<file path="config.mk">
export PLATFORM = sky130hd
export DESIGN_NAME = tile_rle_decoder_top_flat
export DESIGN_NICKNAME = d
export VERILOG_FILES = /design/src/rtl/trd_pkg.sv /design/src/rtl/trd_if.sv /design/src/rtl/trd_cfg.sv /design/src/rtl/trd_step.sv /design/src/rtl/trd_seq.sv /design/src/rtl/tile_rle_decoder_top.sv /design/src/flat_wrapper.sv
export VERILOG_INCLUDE_DIRS = /design/src /design/src/rtl
export SDC_FILE = /design/constraint.sdc
export NUM_CORES = 1
export LEC_CHECK = 0
export ABC_AREA = 1
export BUFFER_PORTS_ARGS = -buffer_cell sky130_fd_sc_hd__buf_2
export CORE_ASPECT_RATIO = 1.5
export CORE_MARGIN = 5
export CORE_UTILIZATION = 62
export DETAILED_ROUTE_END_ITERATION = 10
export PLACE_DENSITY = 0.81
export SETUP_SLACK_MARGIN = 0.15
export SYNTH_ARGS = -nofsm -noshare
export SYNTH_HDL_FRONTEND = slang
export SYNTH_HIERARCHICAL = 1
export SYNTH_SLANG_ARGS = --single-unit
</file>
<file path="constraint.sdc">
create_clock -name clk -period 12.4 [get_ports clk]
set_input_delay 0.62 -clock clk [delete_from_list [all_inputs] [get_ports clk]]
set_output_delay 0.62 -clock clk [all_outputs]
set_load 0.005 [all_outputs]
</file>
<file path="src/rtl/tile_rle_decoder_top_defines.svh">
// Assertion macros used by the tile run-length decoder sequencer, trd_seq.
// Each macro expects signals named clk and rst_n in the module that uses it.
`ifndef TILE_RLE_DECODER_TOP_DEFINES_SVH
`define TILE_RLE_DECODER_TOP_DEFINES_SVH

// The consequent must hold in the same cycle as the antecedent.
`define TRD_ASSERT_SAME(lbl, ante, cons, msg) \
    lbl: assert property (@(posedge clk) disable iff (!rst_n) (ante) |-> (cons)) \
        else $error(msg);

// The consequent must hold in the cycle after the antecedent.
`define TRD_ASSERT_NEXT(lbl, ante, cons, msg) \
    lbl: assert property (@(posedge clk) disable iff (!rst_n) (ante) |=> (cons)) \
        else $error(msg);

`endif

</file>
<file path="src/rtl/trd_pkg.sv">
// Package for the tile run-length decoder: widths, code thresholds, FSM states
// and the structs passed between modules. No dependencies.
`timescale 1ns / 1ps

package trd_pkg;

    localparam int DIM_W  = 13;
    localparam int CW     = 14;
    localparam int CNT_W  = 26;
    localparam int IDX_W  = 24;
    localparam int RPT_W  = 6;
    localparam int PEND_W = 7;
    localparam int ADDR_W = 3;

    localparam logic [7:0] SKIP_MIN     = 8'd192;
    localparam logic [7:0] LITERAL_MIN  = 8'd128;
    localparam logic [7:0] STEP_RUN_MIN = 8'd64;

    localparam logic REG_WIDTH  = 1'b0;
    localparam logic REG_HEIGHT = 1'b1;

    localparam logic [DIM_W-1:0] DIM_RESET = 13'd16;

    typedef enum logic [1:0] {
        S_IDLE,
        S_DECODE,
        S_RUN,
        S_FINAL
    } state_t;

    typedef struct packed {
        logic [DIM_W-1:0] w;
        logic [DIM_W-1:0] h;
        logic [CNT_W-1:0] expected;
    } dims_t;

    typedef struct packed {
        logic             pre_step;
        logic             emit_en;
        logic [PEND_W-1:0] post_add;
        logic [CW-1:0]    column;
        logic [CW-1:0]    row;
        logic [CNT_W-1:0] written;
    } step_req_t;

    typedef struct packed {
        logic             emit;
        logic [CW-1:0]    column;
        logic [CW-1:0]    row;
        logic [CNT_W-1:0] written;
    } step_rsp_t;

    typedef struct packed {
        logic             valid;
        logic [7:0]       value;
        logic [IDX_W-1:0] index;
        logic             last;
    } push_t;

endpackage

</file>
<file path="src/rtl/trd_if.sv">
// Request channel interfaces for the tile run-length decoder.
// Depends on nothing; payload widths match the decoder fields.
`timescale 1ns / 1ps

interface trd_byte_if;
    logic       valid;
    logic       ready;
    logic [7:0] data_byte;
    logic       tile_start;

    modport source (output valid, output data_byte, output tile_start, input ready);
    modport sink (input valid, input data_byte, input tile_start, output ready);
endinterface

interface trd_pixel_if;
    logic        valid;
    logic        ready;
    logic [7:0]  pixel_value;
    logic [23:0] pixel_index;
    logic        last_of_run;

    modport source (output valid, output pixel_value, output pixel_index,
                    output last_of_run, input ready);
    modport sink (input valid, input pixel_value, input pixel_index,
                  input last_of_run, output ready);
endinterface

</file>
<file path="src/rtl/trd_cfg.sv">
// APB register file for tile width and height, with clamped dimensions and
// the registered pixel count of the tile. Depends on trd_pkg.
`timescale 1ns / 1ps

module trd_cfg
    import trd_pkg::*;
#(
    parameter int unsigned MAX_DIM = 4096
)
(
    input  logic              clk,
    input  logic              rst_n,
    input  logic              psel,
    input  logic              penable,
    input  logic              pwrite,
    input  logic [ADDR_W-1:0] paddr,
    input  logic [31:0]       pwdata,
    output logic [31:0]       prdata,
    output logic              pready,
    output dims_t             dims
);

    logic [DIM_W-1:0] width_reg;
    logic [DIM_W-1:0] height_reg;
    logic [CNT_W-1:0] expected_reg;
    logic [CNT_W-1:0] expected_next;
    logic [DIM_W-1:0] w_eff;
    logic [DIM_W-1:0] h_eff;
    logic             wr_en;

    assign pready = 1'b1;
    assign wr_en  = psel && penable && pwrite;

    always_ff @(posedge clk or negedge rst_n)
    begin
        if (!rst_n)
        begin
            width_reg    <= DIM_RESET;
            height_reg   <= DIM_RESET;
            expected_reg <= '0;
        end
        else
        begin
            if (wr_en && (paddr[2] == REG_WIDTH))
            begin
                width_reg <= pwdata[DIM_W-1:0];
            end
            if (wr_en && (paddr[2] == REG_HEIGHT))
            begin
                height_reg <= pwdata[DIM_W-1:0];
            end
            expected_reg <= expected_next;
        end
    end

    always_comb
    begin
        w_eff = (32'(width_reg) > MAX_DIM) ? DIM_W'(MAX_DIM) : width_reg;
        h_eff = (32'(height_reg) > MAX_DIM) ? DIM_W'(MAX_DIM) : height_reg;
        expected_next = CNT_W'(w_eff) * CNT_W'(h_eff);
    end

    always_comb
    begin
        if (paddr[2] == REG_HEIGHT)
        begin
            prdata = 32'(height_reg);
        end
        else
        begin
            prdata = 32'(width_reg);
        end
    end

    assign dims.w        = w_eff;
    assign dims.h        = h_eff;
    assign dims.expected = expected_reg;

endmodule

</file>
<file path="src/rtl/trd_step.sv">
// Shared column and row step unit: optional pre-step, clip test for one copy,
// then a column advance with a single wrap to the next row. Depends on trd_pkg.
`timescale 1ns / 1ps

module trd_step
    import trd_pkg::*;
(
    input  step_req_t req,
    input  dims_t     dims,
    output step_rsp_t rsp
);

    logic [CW-1:0] col_a;
    logic [CW-1:0] col_b;
    logic [CW-1:0] w_ext;
    logic [CW-1:0] h_ext;

    always_comb
    begin
        w_ext = CW'(dims.w);
        h_ext = CW'(dims.h);
        col_a = req.column + CW'(req.pre_step);
        rsp.emit = req.emit_en && (col_a < w_ext) && (req.row < h_ext)
                   && (req.written < dims.expected);
        rsp.written = req.written + CNT_W'(rsp.emit);
        col_b = col_a + CW'(req.post_add);
        if (col_b >= w_ext)
        begin
            rsp.column = '0;
            rsp.row    = req.row + CW'(1);
        end
        else
        begin
            rsp.column = col_b;
            rsp.row    = req.row;
        end
    end

endmodule

</file>
<file path="src/rtl/trd_seq.sv">
// Decode sequencer: holds decode state, classifies control bytes, runs one copy
// per cycle through trd_step unless stalled. Depends on trd_pkg and defines.
`timescale 1ns / 1ps
`include "tile_rle_decoder_top_defines.svh"

module trd_seq
    import trd_pkg::*;
(
    input  logic       clk,
    input  logic       rst_n,
    input  logic       in_valid,
    output logic       in_ready,
    input  logic [7:0] data_byte,
    input  logic       tile_start,
    input  dims_t      dims,
    input  logic       out_free,
    output push_t      push
);

    state_t            state_reg, state_next;
    logic [7:0]        b_reg, b_next;
    logic [CW-1:0]     column_reg, column_next;
    logic [CW-1:0]     row_reg, row_next;
    logic [CNT_W-1:0]  written_reg, written_next;
    logic [PEND_W-1:0] pending_reg, pending_next;
    logic [RPT_W-1:0]  repeat_reg, repeat_next;
    logic [7:0]        control_reg, control_next;
    logic              finished_reg, finished_next;
    logic [RPT_W-1:0]  iter_reg, iter_next;
    logic              held_valid_reg, held_valid_next;
    logic [IDX_W-1:0]  held_index_reg, held_index_next;

    step_req_t step_req;
    step_rsp_t step_rsp;
    logic      done_cond;
    logic      end_cond;
    logic      stepped;
    logic      clear_now;

    trd_step u_step (
        .req  (step_req),
        .dims (dims),
        .rsp  (step_rsp)
    );

    assign end_cond  = (row_reg >= CW'(dims.h)) || (written_reg >= dims.expected);
    assign done_cond = finished_reg || end_cond;
    assign stepped   = (control_reg >= STEP_RUN_MIN) && (control_reg < LITERAL_MIN);
    assign clear_now = (state_reg == S_IDLE) && in_valid && tile_start;

    always_ff @(posedge clk or negedge rst_n)
    begin
        if (!rst_n)
        begin
            state_reg      <= S_IDLE;
            column_reg     <= '0;
            row_reg        <= '0;
            written_reg    <= '0;
            pending_reg    <= '0;
            repeat_reg     <= '0;
            control_reg    <= '0;
            finished_reg   <= 1'b0;
            iter_reg       <= '0;
            held_valid_reg <= 1'b0;
        end
        else
        begin
            state_reg      <= state_next;
            column_reg     <= column_next;
            row_reg        <= row_next;
            written_reg    <= written_next;
            pending_reg    <= pending_next;
            repeat_reg     <= repeat_next;
            control_reg    <= control_next;
            finished_reg   <= finished_next;
            iter_reg       <= iter_next;
            held_valid_reg <= held_valid_next;
        end
    end

    always_ff @(posedge clk)
    begin
        b_reg          <= b_next;
        held_index_reg <= held_index_next;
    end

    always_comb
    begin
        state_next      = state_reg;
        b_next          = b_reg;
        column_next     = column_reg;
        row_next        = row_reg;
        written_next    = written_reg;
        pending_next    = pending_reg;
        repeat_next     = repeat_reg;
        control_next    = control_reg;
        finished_next   = finished_reg;
        iter_next       = iter_reg;
        held_valid_next = held_valid_reg;
        held_index_next = held_index_reg;
        in_ready        = 1'b0;

        step_req.pre_step = 1'b0;
        step_req.emit_en  = 1'b0;
        step_req.post_add = '0;
        step_req.column   = column_reg;
        step_req.row      = row_reg;
        step_req.written  = written_reg;

        push.valid = 1'b0;
        push.value = b_reg;
        push.index = held_index_reg;
        push.last  = 1'b0;

        unique case (state_reg)
            S_IDLE:
            begin
                in_ready = 1'b1;
                if (in_valid)
                begin
                    b_next = data_byte;
                    if (tile_start)
                    begin
                        column_next   = '0;
                        row_next      = '0;
                        written_next  = '0;
                        pending_next  = '0;
                        repeat_next   = '0;
                        control_next  = '0;
                        finished_next = 1'b0;
                    end
                    state_next = S_DECODE;
                end
            end
            S_DECODE:
            begin
                if (done_cond)
                begin
                    finished_next = 1'b1;
                    state_next    = S_IDLE;
                end
                else if (pending_reg == '0)
                begin
                    control_next = b_reg;
                    repeat_next  = '0;
                    if (b_reg >= SKIP_MIN)
                    begin
                        step_req.post_add = PEND_W'(b_reg[5:0]) + PEND_W'(1);
                    end
                    else if (b_reg >= LITERAL_MIN)
                    begin
                        pending_next = PEND_W'(b_reg[5:0]) + PEND_W'(1);
                    end
                    else
                    begin
                        repeat_next  = b_reg[RPT_W-1:0];
                        pending_next = PEND_W'(1);
                    end
                    column_next = step_rsp.column;
                    row_next    = step_rsp.row;
                    state_next  = S_FINAL;
                end
                else
                begin
                    pending_next = pending_reg - PEND_W'(1);
                    iter_next    = '0;
                    state_next   = S_RUN;
                end
            end
            S_RUN:
            begin
                step_req.pre_step = stepped;
                step_req.emit_en  = 1'b1;
                step_req.post_add = PEND_W'(1);
                if (!(step_rsp.emit && held_valid_reg && !out_free))
                begin
                    column_next  = step_rsp.column;
                    row_next     = step_rsp.row;
                    written_next = step_rsp.written;
                    if (step_rsp.emit)
                    begin
                        push.valid      = held_valid_reg;
                        held_valid_next = 1'b1;
                        held_index_next = written_reg[IDX_W-1:0];
                    end
                    if (iter_reg == repeat_reg)
                    begin
                        state_next = S_FINAL;
                    end
                    else
                    begin
                        iter_next = iter_reg + RPT_W'(1);
                    end
                end
            end
            S_FINAL:
            begin
                push.last = 1'b1;
                if (!held_valid_reg || out_free)
                begin
                    push.valid      = held_valid_reg;
                    held_valid_next = 1'b0;
                    finished_next   = finished_reg || end_cond;
                    state_next      = S_IDLE;
                end
            end
            default:
            begin
                state_next = S_IDLE;
            end
        endcase
    end

    `TRD_ASSERT_SAME(a_push_has_room, push.valid, out_free,
        "pixel pushed while the output register is occupied")
    `TRD_ASSERT_SAME(a_idle_no_held, state_reg == S_IDLE, !held_valid_reg,
        "held pixel left behind after the byte finished")
    `TRD_ASSERT_SAME(a_iter_bound, state_reg == S_RUN, iter_reg <= repeat_reg,
        "copy counter ran past the repeat count")
    `TRD_ASSERT_NEXT(a_finished_sticky, finished_reg && !clear_now, finished_reg,
        "finished flag dropped without a tile start")

endmodule

</file>
<file path="src/rtl/tile_rle_decoder_top.sv">
// Tile run-length decoder top level: APB configuration, decode sequencer and
// the output register. Depends on trd_pkg, trd_if, trd_cfg and trd_seq.
//
// Compressed bytes arrive on byte_ch; tile_start on a byte clears the column,
// row, pixel count and code state before that byte is used. Decoded pixels
// leave on pixel_ch with their packed index and a last_of_run mark on the
// final pixel a byte produced. Tile width and height are written over APB
// (width at address 0, height at address 4); the user must write them only
// while the decoder is idle, which the block itself does not enforce.
// The decoder works on one byte at a time. A control byte passes through the
// decode and final states, then idle takes the next byte. A data byte also
// runs the copy state once per copy, N copies in all (1 for a literal, up to
// 64 for a run), as the single shared column step unit handles one copy per
// cycle while the receiver does not stall. A byte that arrives after the tile
// is finished goes from the decode state straight back to idle. A pixel goes
// from the copy state into the held slot and then the output register. One
// pixel is held back so that the last one can be marked; when the receiver
// stalls, the copy loop waits until the output register frees.
// Reset restores 16 by 16 dimensions and an empty, unfinished decode state.
`timescale 1ns / 1ps

module tile_rle_decoder_top
    import trd_pkg::*;
#(
    parameter int unsigned MAX_DIM = 4096
)
(
    input  logic              clk,
    input  logic              rst_n,
    trd_byte_if.sink          byte_ch,
    trd_pixel_if.source       pixel_ch,
    input  logic              psel,
    input  logic              penable,
    input  logic              pwrite,
    input  logic [ADDR_W-1:0] paddr,
    input  logic [31:0]       pwdata,
    output logic [31:0]       prdata,
    output logic              pready
);

    dims_t            dims;
    push_t            push;
    logic             out_free;
    logic             out_valid_reg;
    logic [7:0]       out_value_reg;
    logic [IDX_W-1:0] out_index_reg;
    logic             out_last_reg;

    trd_cfg #(
        .MAX_DIM (MAX_DIM)
    ) u_cfg (
        .clk     (clk),
        .rst_n   (rst_n),
        .psel    (psel),
        .penable (penable),
        .pwrite  (pwrite),
        .paddr   (paddr),
        .pwdata  (pwdata),
        .prdata  (prdata),
        .pready  (pready),
        .dims    (dims)
    );

    trd_seq u_seq (
        .clk        (clk),
        .rst_n      (rst_n),
        .in_valid   (byte_ch.valid),
        .in_ready   (byte_ch.ready),
        .data_byte  (byte_ch.data_byte),
        .tile_start (byte_ch.tile_start),
        .dims       (dims),
        .out_free   (out_free),
        .push       (push)
    );

    assign out_free = !out_valid_reg || pixel_ch.ready;

    always_ff @(posedge clk or negedge rst_n)
    begin
        if (!rst_n)
        begin
            out_valid_reg <= 1'b0;
        end
        else if (push.valid)
        begin
            out_valid_reg <= 1'b1;
        end
        else if (pixel_ch.ready)
        begin
            out_valid_reg <= 1'b0;
        end
    end

    always_ff @(posedge clk)
    begin
        if (push.valid)
        begin
            out_value_reg <= push.value;
            out_index_reg <= push.index;
            out_last_reg  <= push.last;
        end
    end

    assign pixel_ch.valid       = out_valid_reg;
    assign pixel_ch.pixel_value = out_value_reg;
    assign pixel_ch.pixel_index = out_index_reg;
    assign pixel_ch.last_of_run = out_last_reg;

endmodule
</file>
<file path="src/flat_wrapper.sv">
// flat-port wrapper written by rule: the top's interface ports become plain ports
module tile_rle_decoder_top_flat import trd_pkg::*;
#(
    parameter int unsigned MAX_DIM = 4096
)
  (clk, rst_n, psel, penable, pwrite, paddr, pwdata, prdata, pready, byte_ch_valid, byte_ch_data_byte, byte_ch_tile_start, byte_ch_ready, pixel_ch_valid, pixel_ch_pixel_value, pixel_ch_pixel_index, pixel_ch_last_of_run, pixel_ch_ready);
  trd_byte_if byte_ch_i ();
  trd_pixel_if pixel_ch_i ();
  input  logic clk;
  input  logic rst_n;
  input  logic psel;
  input  logic penable;
  input  logic pwrite;
  input  logic [ADDR_W-1:0] paddr;
  input  logic [31:0] pwdata;
  output logic [31:0] prdata;
  output logic pready;
  input wire logic [$bits(byte_ch_i.valid)-1:0] byte_ch_valid;
  input wire logic [$bits(byte_ch_i.data_byte)-1:0] byte_ch_data_byte;
  input wire logic [$bits(byte_ch_i.tile_start)-1:0] byte_ch_tile_start;
  output wire logic [$bits(byte_ch_i.ready)-1:0] byte_ch_ready;
  output wire logic [$bits(pixel_ch_i.valid)-1:0] pixel_ch_valid;
  output wire logic [$bits(pixel_ch_i.pixel_value)-1:0] pixel_ch_pixel_value;
  output wire logic [$bits(pixel_ch_i.pixel_index)-1:0] pixel_ch_pixel_index;
  output wire logic [$bits(pixel_ch_i.last_of_run)-1:0] pixel_ch_last_of_run;
  input wire logic [$bits(pixel_ch_i.ready)-1:0] pixel_ch_ready;
  assign byte_ch_i.valid = byte_ch_valid;
  assign byte_ch_i.data_byte = byte_ch_data_byte;
  assign byte_ch_i.tile_start = byte_ch_tile_start;
  assign byte_ch_ready = byte_ch_i.ready;
  assign pixel_ch_valid = pixel_ch_i.valid;
  assign pixel_ch_pixel_value = pixel_ch_i.pixel_value;
  assign pixel_ch_pixel_index = pixel_ch_i.pixel_index;
  assign pixel_ch_last_of_run = pixel_ch_i.last_of_run;
  assign pixel_ch_i.ready = pixel_ch_ready;
  tile_rle_decoder_top #(.MAX_DIM(MAX_DIM)) u_core (.clk(clk), .rst_n(rst_n), .byte_ch(byte_ch_i), .pixel_ch(pixel_ch_i), .psel(psel), .penable(penable), .pwrite(pwrite), .paddr(paddr), .pwdata(pwdata), .prdata(prdata), .pready(pready));
endmodule
</file>
==> metrics.txt, run 1 <==
status finished, final reports clean; Seq cells post-synth 197; final hold violation count 0; RSZ-0062 raised after global routing no; arrival time at the worst endpoint 7.71 ns; vias per inst 5.48; Final GP Congestion roughly 0.95; Slew HR 23.3%; Clock Power Share 19.1%; antenna violations before repair 0; Async SR Flop Fraction 67.0%; Max-Cap Viols 0; total grt overflow 0; setup TNS 0 ns; area added between synthesis and finish 5.88%; port bufs 77; Seq pwr share 28.0%; dpl hpwl 35700 um; clock sinks 197; Final min period 7.31 ns; Starting Density between 60% and 70%; crit share post-route 59.0%; slew at the pin with the worst max-slew slack approximately 1.1 ns; DRT Pass-1 Iters 6; Worst Hold Class in -> async; Nets 2911; standby leakage power 11.0 nW; top-area cell type share of the netlist area 17.0%; adder-cell share of the synthesized area 25.5%; TritonCTS clock tree yes; Slew Viols, Final 0; worst-skew pair later-pin latency 0.46 ns; peak supply drop 0.0948 mV; mux share of post-synthesis cell area 0%; area leader, netlist dfrtp_1; global-route wire length before repair 75500 um; share of cells above drive strength 1 ~7.4%; Logic pwr share 52.9%; CP Capture Type register; Max Freq 137 MHz; CTS root buffer clkbuf_16; Seq/Total Area, Yosys 27.5%; First DRT Iteration DRCs 1060; Synth Warn # 6; # DRC 0; chip height 225 um; Unique masters post-synth 53; Max FO, Critical Path 27; Post-Syn Instances 2498; routed len/inst 15.5 um; Die Wd 153 um; Post-synth EDFFs 65; Area contributors post-synth dfrtp_1 (17%), nand2_1 (13%), fa_1 (13%); Rows between 70 and 80; Fillers 2522; ANT nets after route 0; cts repair resizes 0; overall routed net length 45700 um; cell area after synthesis 19100 um^2; Psw 1.46 mW; CTS Buf Count 17; CTS Hold Bufs 0; Multi-input gate area between 10000 and 15000 um^2; Finished Core Util between 60% and 70%; Top FF cell, synth dfrtp_1; sequential standard cell area roughly 5300 um^2; post-CTS setup buffers 0; overall routing resource usage about 27%; via count 16200; post-synthesis compound-gate area fraction 5.04%; Sw Ratio 47.9%; max incr delay on CP between 0.6 and 0.7 ns; number of diodes 0; xor and xnor area share after synthesis 3.25%; Startpoint Class register; I/O pin count 119; Avg Cell Area, Syn 7.65 um^2; Setup CP Type reg -> reg; cell internal pwr 1.59 mW; Final Setup Violations 0; main combinational cell family by area after synthesis adder cells; # H-tree levels 4; simple-gate share of the synthesized area between 20% and 30%; P per Cell Area 151 nW/um^2; Worst Path Required 12.80 ns; core box area 30400 um^2; largest net degree at the start of global routing between 70 and 80; vias in the first global route 16200; crit-path most repeated cell nand2_1; slowest CP cell a21oi_2; Reg clk slew, reported paths 0.08 ns; clk buf depth 2; Die ar. ~35000 um^2; post-route clock skew 0.0119 ns
-- kinds of logic after synthesis --
kind of cell / after synthesis
DFF: 197
adders and majority gates: 317
and+or+nand+nor: 1115
AOI/OAI and AO/OA: 178
other: 3
buffers and inverters: 617
xor gates and xnor gates: 71
-- synth_stat cells (all sizes together), types with 2 or more instances --
cell type,instances
or2,6
nor2,214
o21a,2
nor3,20
o211ai,5
xor2,42
xnor2,29
inv,543
nor3b,2
a211oi,4
nor4,8
a21o,5
edfxtp,65
conb,3
nand3b,5
o22ai,2
a21oi,54
nand2,671
o21ai,95
ha,195
nand4,70
a21boi,3
nand3,116
clkbuf,19
fa,122
o21bai,6
dfrtp,130
dfstp,2
buf,54
-- cell type report --
class / instances / share of cell area, %
clock buffers: 18 / 2.12
flip-flops and latches: 197 / 26.0
multi-input cells: 1702 / 56.4
well taps: 400 / 2.47
repair buffers: 81 / 2.08
inverters: 544 / 10.1
clock inverters: 14 / 0.878
-- metal layers --
layer  global-route usage, %  routed length [um]  share of wire [%]
met5                       0                   0                  0
met4                    15.8                2840                6.2
met3                    4.36                2710                5.9
met2                    48.7               23500                 51
met1                    29.3               16700                 37
-- final timing paths --
kind                                                            from                                   endpoint  slack [ns]  cells past startpoint
setup / recovery             u_core/u_cfg/height_reg[12]$_DFFE_PN0P_     u_core/u_seq/column_reg[7]$_DFFE_PN0P_        5.09                     35
hold / removal                                                 rst_n    u_core/u_cfg/expected_reg[20]$_DFF_PN0_        0.18                      1
setup reg to reg             u_core/u_cfg/height_reg[12]$_DFFE_PN0P_     u_core/u_seq/column_reg[7]$_DFFE_PN0P_        5.09                     35
hold reg to reg            u_core/u_seq/held_index_reg[21]$_DFFE_PP_  u_core/pixel_ch.pixel_index[21]$_DFFE_PP_        0.42                      0
max in group asynchronous                                      rst_n    u_core/u_seq/column_reg[12]$_DFFE_PN0P_       10.90                      2
min in group clk                                byte_ch_data_byte[6]            u_core/u_seq/b_reg[6]$_DFFE_PP_        0.35                      1
-- layout by cell type, fill, tap and decap left out, types with 5 or more instances in the layout --
cell and n:
a21o_1 5, a21oi_1 51, buf_2 76, clkbuf_16 17, conb_1 21, dfrtp_1 130
edfxtp_1 65, fa_1 122, ha_1 195, inv_1 529, inv_2 14, inv_6 6
inv_8 5, nand2_1 652, nand2_2 14, nand3_1 112, nand3b_1 5, nand4_1 70
nor2_1 189, nor2_2 19, nor2_4 5, nor3_1 17, nor4_1 7, o211ai_1 5
o21ai_0 88, o21ai_1 7, o21bai_1 6, or2_2 5, xnor2_1 29, xor2_1 42
-- worst max-delay path: cells and delay by family (launching register included) --
| family | cells | cell delay (ns) |
|---|---|---|
| AO/OA/AOI/OAI | 5 | 1.77 |
| buffers and inverters | 5 | 1.00 |
| flip-flops | 1 | 0.64 |
| AND/OR/NAND/NOR | 21 | 2.55 |
| adder cells (fa/ha/maj) | 3 | 0.93 |
| XOR/XNOR | 1 | 0.33 |
-- power groups by stage --
stage | logic (mW) | registers, mW | clock network (mW)
2_1_floorplan | 1.26 | 0.836 | 0
3_3_place_gp | 1.54 | 0.859 | 0
3_5_place_dp | 1.59 | 0.864 | 0
4_1_cts | 1.61 | 0.852 | 0.593
5_1_grt | 1.84 | 0.865 | 0.620
6_report | 1.62 | 0.853 | 0.583
-- metrics by stage --
stage	cells	setup slack (ns)	total power, mW	hold slack [ns]	area, um^2
after floorplan	2516	6.99	2.09	0.324	19200
after global placement	2924	5.34	2.40	0.400	19600
after detailed placement	2924	5.27	2.46	0.405	19600
after CTS	2956	5.24	3.05	0.196	20200
after global routing	2956	4.45	3.32	0.239	20200
final	2956	5.09	3.05	0.178	20200
Power figures use the tool's default switching activity.
==> inputs of run 2 (changes only) <==
--- a/config.mk
+++ b/config.mk
@@ -6,13 +6,13 @@
 export SDC_FILE = /design/constraint.sdc
 export NUM_CORES = 1
 export LEC_CHECK = 0
-export ABC_AREA = 1
+export ABC_AREA = 0
 export BUFFER_PORTS_ARGS = -buffer_cell sky130_fd_sc_hd__buf_2
 export CORE_ASPECT_RATIO = 1.5
 export CORE_MARGIN = 5
-export CORE_UTILIZATION = 62
+export CORE_UTILIZATION = 57
 export DETAILED_ROUTE_END_ITERATION = 10
-export PLACE_DENSITY = 0.81
+export PLACE_DENSITY = 0.79
 export SETUP_SLACK_MARGIN = 0.15
 export SYNTH_ARGS = -nofsm -noshare
 export SYNTH_HDL_FRONTEND = slang
==> constraint.sdc (replaced) <==
create_clock -name clk -period 6.5 [get_ports clk]
set_input_delay 0.325 -clock clk [delete_from_list [all_inputs] [get_ports clk]]
set_output_delay 0.325 -clock clk [all_outputs]
set_load 0.005 [all_outputs]
==> metrics.txt, run 2 <==
top-area cell type share of the netlist area 18.2% (+1.2 points); most common cell after layout, fill and taps aside inv_1; Top FF cell, synth dfrtp_1; clk buf depth 2 (unchanged); Seq pwr share 24.2% (-3.8 points); Max FO, Critical Path 8 (-70%); CTS root buffer clkbuf_16; Reg clk slew, reported paths 0.08 ns (about the same); # DRC 0 (unchanged); hold slack 0.0355 ns (-0.142 ns); Final Setup Violations 1 (+1); violated checks negative setup slack; CP Capture Type register; total grt overflow 0 (unchanged); max incr delay on CP 0.48 ns (-0.20 ns); Die Wd 155 um (+0.76%); Psw 3.27 mW (+120%); port bufs 77 (unchanged); crit-path most repeated cell buf_6; chip height 227 um (+0.77%); vias in the first global route 14300 (-12%); Slew Viols, Final 0 (unchanged); First DRT Iteration DRCs 864 (-18%); antenna violations before repair 0 (unchanged); setup TNS -0.0308 ns (-0.0308 ns); most frequent cell after synthesis inv_1; Worst Hold Class in -> reg; Async SR Flop Fraction 67.0% (unchanged); global-route wire length before repair 70300 um (-6.9%); core box area 31000 um^2 (+2.3%); cell area after synthesis 17900 um^2 (-6.6%); Area contributors post-synth dfrtp_1 (18%), fa_1 (14%), ha_1 (14%); Max-Cap Viols 0 (unchanged); Seq/Total Area, Yosys 29.4% (+1.9 points); standby leakage power 10.0 nW (-8.5%); Fillers 2418 (-4.1%); crit share post-route 100% (+42 points); clock sinks 197 (unchanged); most frequent cells in the layout inv_1 (309), nand2_1 (205), ha_1 (188), dfrtp_1 (129), fa_1 (121); arrival time at the worst endpoint 6.91 ns (-0.80 ns); Nets 2414 (-17%); Synth Warn # 6 (unchanged); Logic pwr share 60.0% (+7.1 points); routed len/inst 17.9 um (+15%); final hold violation count 0 (unchanged); cell internal pwr 3.77 mW (+140%); Avg Cell Area, Syn 9.44 um^2 (+23%); Unique masters post-synth 85 (+60%); share of cells above drive strength 1 17.3% (+10 points); via count 14100 (-13%); area leader, netlist dfrtp_1; slew at the pin with the worst max-slew slack 0.887 ns (-0.262 ns); peak supply drop 0.231 mV (+140%); worst-skew pair later-pin latency 0.46 ns (about the same); I/O pin count 119 (unchanged); largest net degree at the start of global routing 71 (-4.1%); Startpoint Class register; status finished, violations left; Sw Ratio 46.5% (-1.4 points); number of diodes 0 (unchanged); Starting Density 57.5% (-5.4 points); CTS Buf Count 17 (unchanged); Slew HR 40.9% (+18 points); area added between synthesis and finish 14.1%; dpl hpwl 34300 um (-3.7%); Final min period 6.53 ns (-0.781 ns); overall routed net length 44000 um (-3.8%); final worst setup slack -0.0308 ns (-5.12 ns); Clock Power Share 15.7% (-3.4 points); P per Cell Area 345 nW/um^2 (+130%); ANT nets after route 0 (unchanged); TritonCTS clock tree yes; Post-synth EDFFs 65 (unchanged); slowest CP cell dfrtp_2; Seq cells post-synth 197 (unchanged); Die ar. 35000 um^2 (+1.5%); Setup CP Type reg -> reg; Max Freq 153 MHz (+12%); RSZ-0062 raised after global routing yes; top post-synthesis cells by count inv_1 (318), nand2_1 (207), ha_1 (195); Final GP Congestion 0.977 (+2.4%); overall routing resource usage 24.9% (-1.8 points); # H-tree levels 4 (unchanged); vias per inst 5.74 (+4.6%); Rows 79 (+1.3%); DRT Pass-1 Iters 5 (-1); post-route clock skew 0.0103 ns (-0.00160 ns); Post-Syn Instances 1891 (-24%); Worst Path Required 6.88 ns (-5.92 ns)
==> run 2: cell count changes after synthesis, sizes merged, moves of 28 or more <==
cell	change
clkbuf	+28
inv	-225
mux2	+40
mux2i	+30
nand2	-464
nand2b	+38
nand3	-62
nand4	-38
nor2	-97
o21ai	-62
xnor2	+28
==> run 2: power groups by stage <==
stage / clock [mW] / combinational, mW / sequential, mW
2_1_floorplan: 0 / 3.00 / 1.67
3_3_place_gp: 0 / 3.89 / 1.71
3_5_place_dp: 0 / 4.03 / 1.72
4_1_cts: 1.13 / 4.14 / 1.70
5_1_grt: 1.18 / 4.73 / 1.73
6_report: 1.11 / 4.22 / 1.70
==> run 2: final cells by class <==
cell class | count | area, um^2 | area share [%]
tap | 405 | 507 | 2.49
clock buffer | 17 | 425 | 2.09
sequential | 197 | 5260 | 25.8
multi-input combinational | 1301 | 11400 | 56.0
inverter | 334 | 1260 | 6.18
timing repair buffer | 195 | 1310 | 6.41
clock inverter | 15 | 199 | 0.976
==> run 2: path summary, 6_finish.rpt <==
path                                                          start                                        to  depth (start not counted)  slack, ns
max reg2reg                 u_core/u_cfg/height_reg[12]$_DFFE_PN0P_      u_core/u_seq/row_reg[10]$_DFFE_PN0P_                         33      -0.03
max                         u_core/u_cfg/height_reg[12]$_DFFE_PN0P_      u_core/u_seq/row_reg[10]$_DFFE_PN0P_                         33      -0.03
min                                            byte_ch_data_byte[6]           u_core/u_seq/b_reg[6]$_DFFE_PP_                          1       0.04
min in group asynchronous                                     rst_n         u_core/pixel_ch.valid$_DFFE_PN0P_                          2       0.41
max in group asynchronous                                     rst_n   u_core/u_cfg/expected_reg[20]$_DFF_PN0_                          3       4.77
min reg2reg                u_core/u_seq/held_index_reg[4]$_DFFE_PP_  u_core/pixel_ch.pixel_index[4]$_DFFE_PP_                          0       0.42
==> run 2: metrics by stage <==
stage,util (%),std cells,cell area [um^2],worst slack [ns],power [mW]
after global routing,65.6,2464,20400,-0.349,7.64
after floorplan,-,1909,18000,0.173,4.67
after detailed placement,62.1,2417,19300,-0.210,5.75
after CTS,64.8,2459,20100,0.153,6.97
final,65.6,2464,20400,-0.0308,7.04
after global placement,62.1,2417,19300,-0.00892,5.60
==> run 2: layer usage <==
| layer | GRT usage, % | part of all wire [%] | vias up |
|---|---|---|---|
| li1 | - | - | 6579 |
| met1 | 28.4 | 38 | 6918 |
| met2 | 44.9 | 52 | 494 |
| met3 | 3.76 | 5.1 | 144 |
| met4 | 13.2 | 5.3 | 0 |
| met5 | 0 | 0 | - |
==> run 2: what timing repair did <==
action                                 in CTS  in global routing
cloned                                      2                  0
pin swaps                                  21                 32
buffers inserted                            7                  5
setup endpoints to repair                  27                 34
endpoints found under the hold margin      60                  0
hold buffers                                1                  0
resized for setup                          24                 47
==> run 2: cells by family (layout without fill, tap and decap cells) <==
family          after synthesis  count (layout)  synth area share, %
buf+inv                     413             561                 9.31
compound gates              239             239                 9.78
fa+ha+maj                   317             317                 27.3
flops                       197             197                 29.4
xor+xnor                     89              89                 4.37
mux                          70              72                 4.27
other cells                   3              21               0.0631
simple gates                563             563                 15.4
==> run 2: worst max-delay path: cells and delay by family (launching register included) <==
family	cells	cell delay [ns]
AOI/OAI and AO/OA	10	2.18
and+or+nand+nor	8	1.35
adders and majority gates	4	1.05
buffers and inverters	7	0.75
DFF	1	0.48
xor gates and xnor gates	2	0.37
muxes	2	0.23
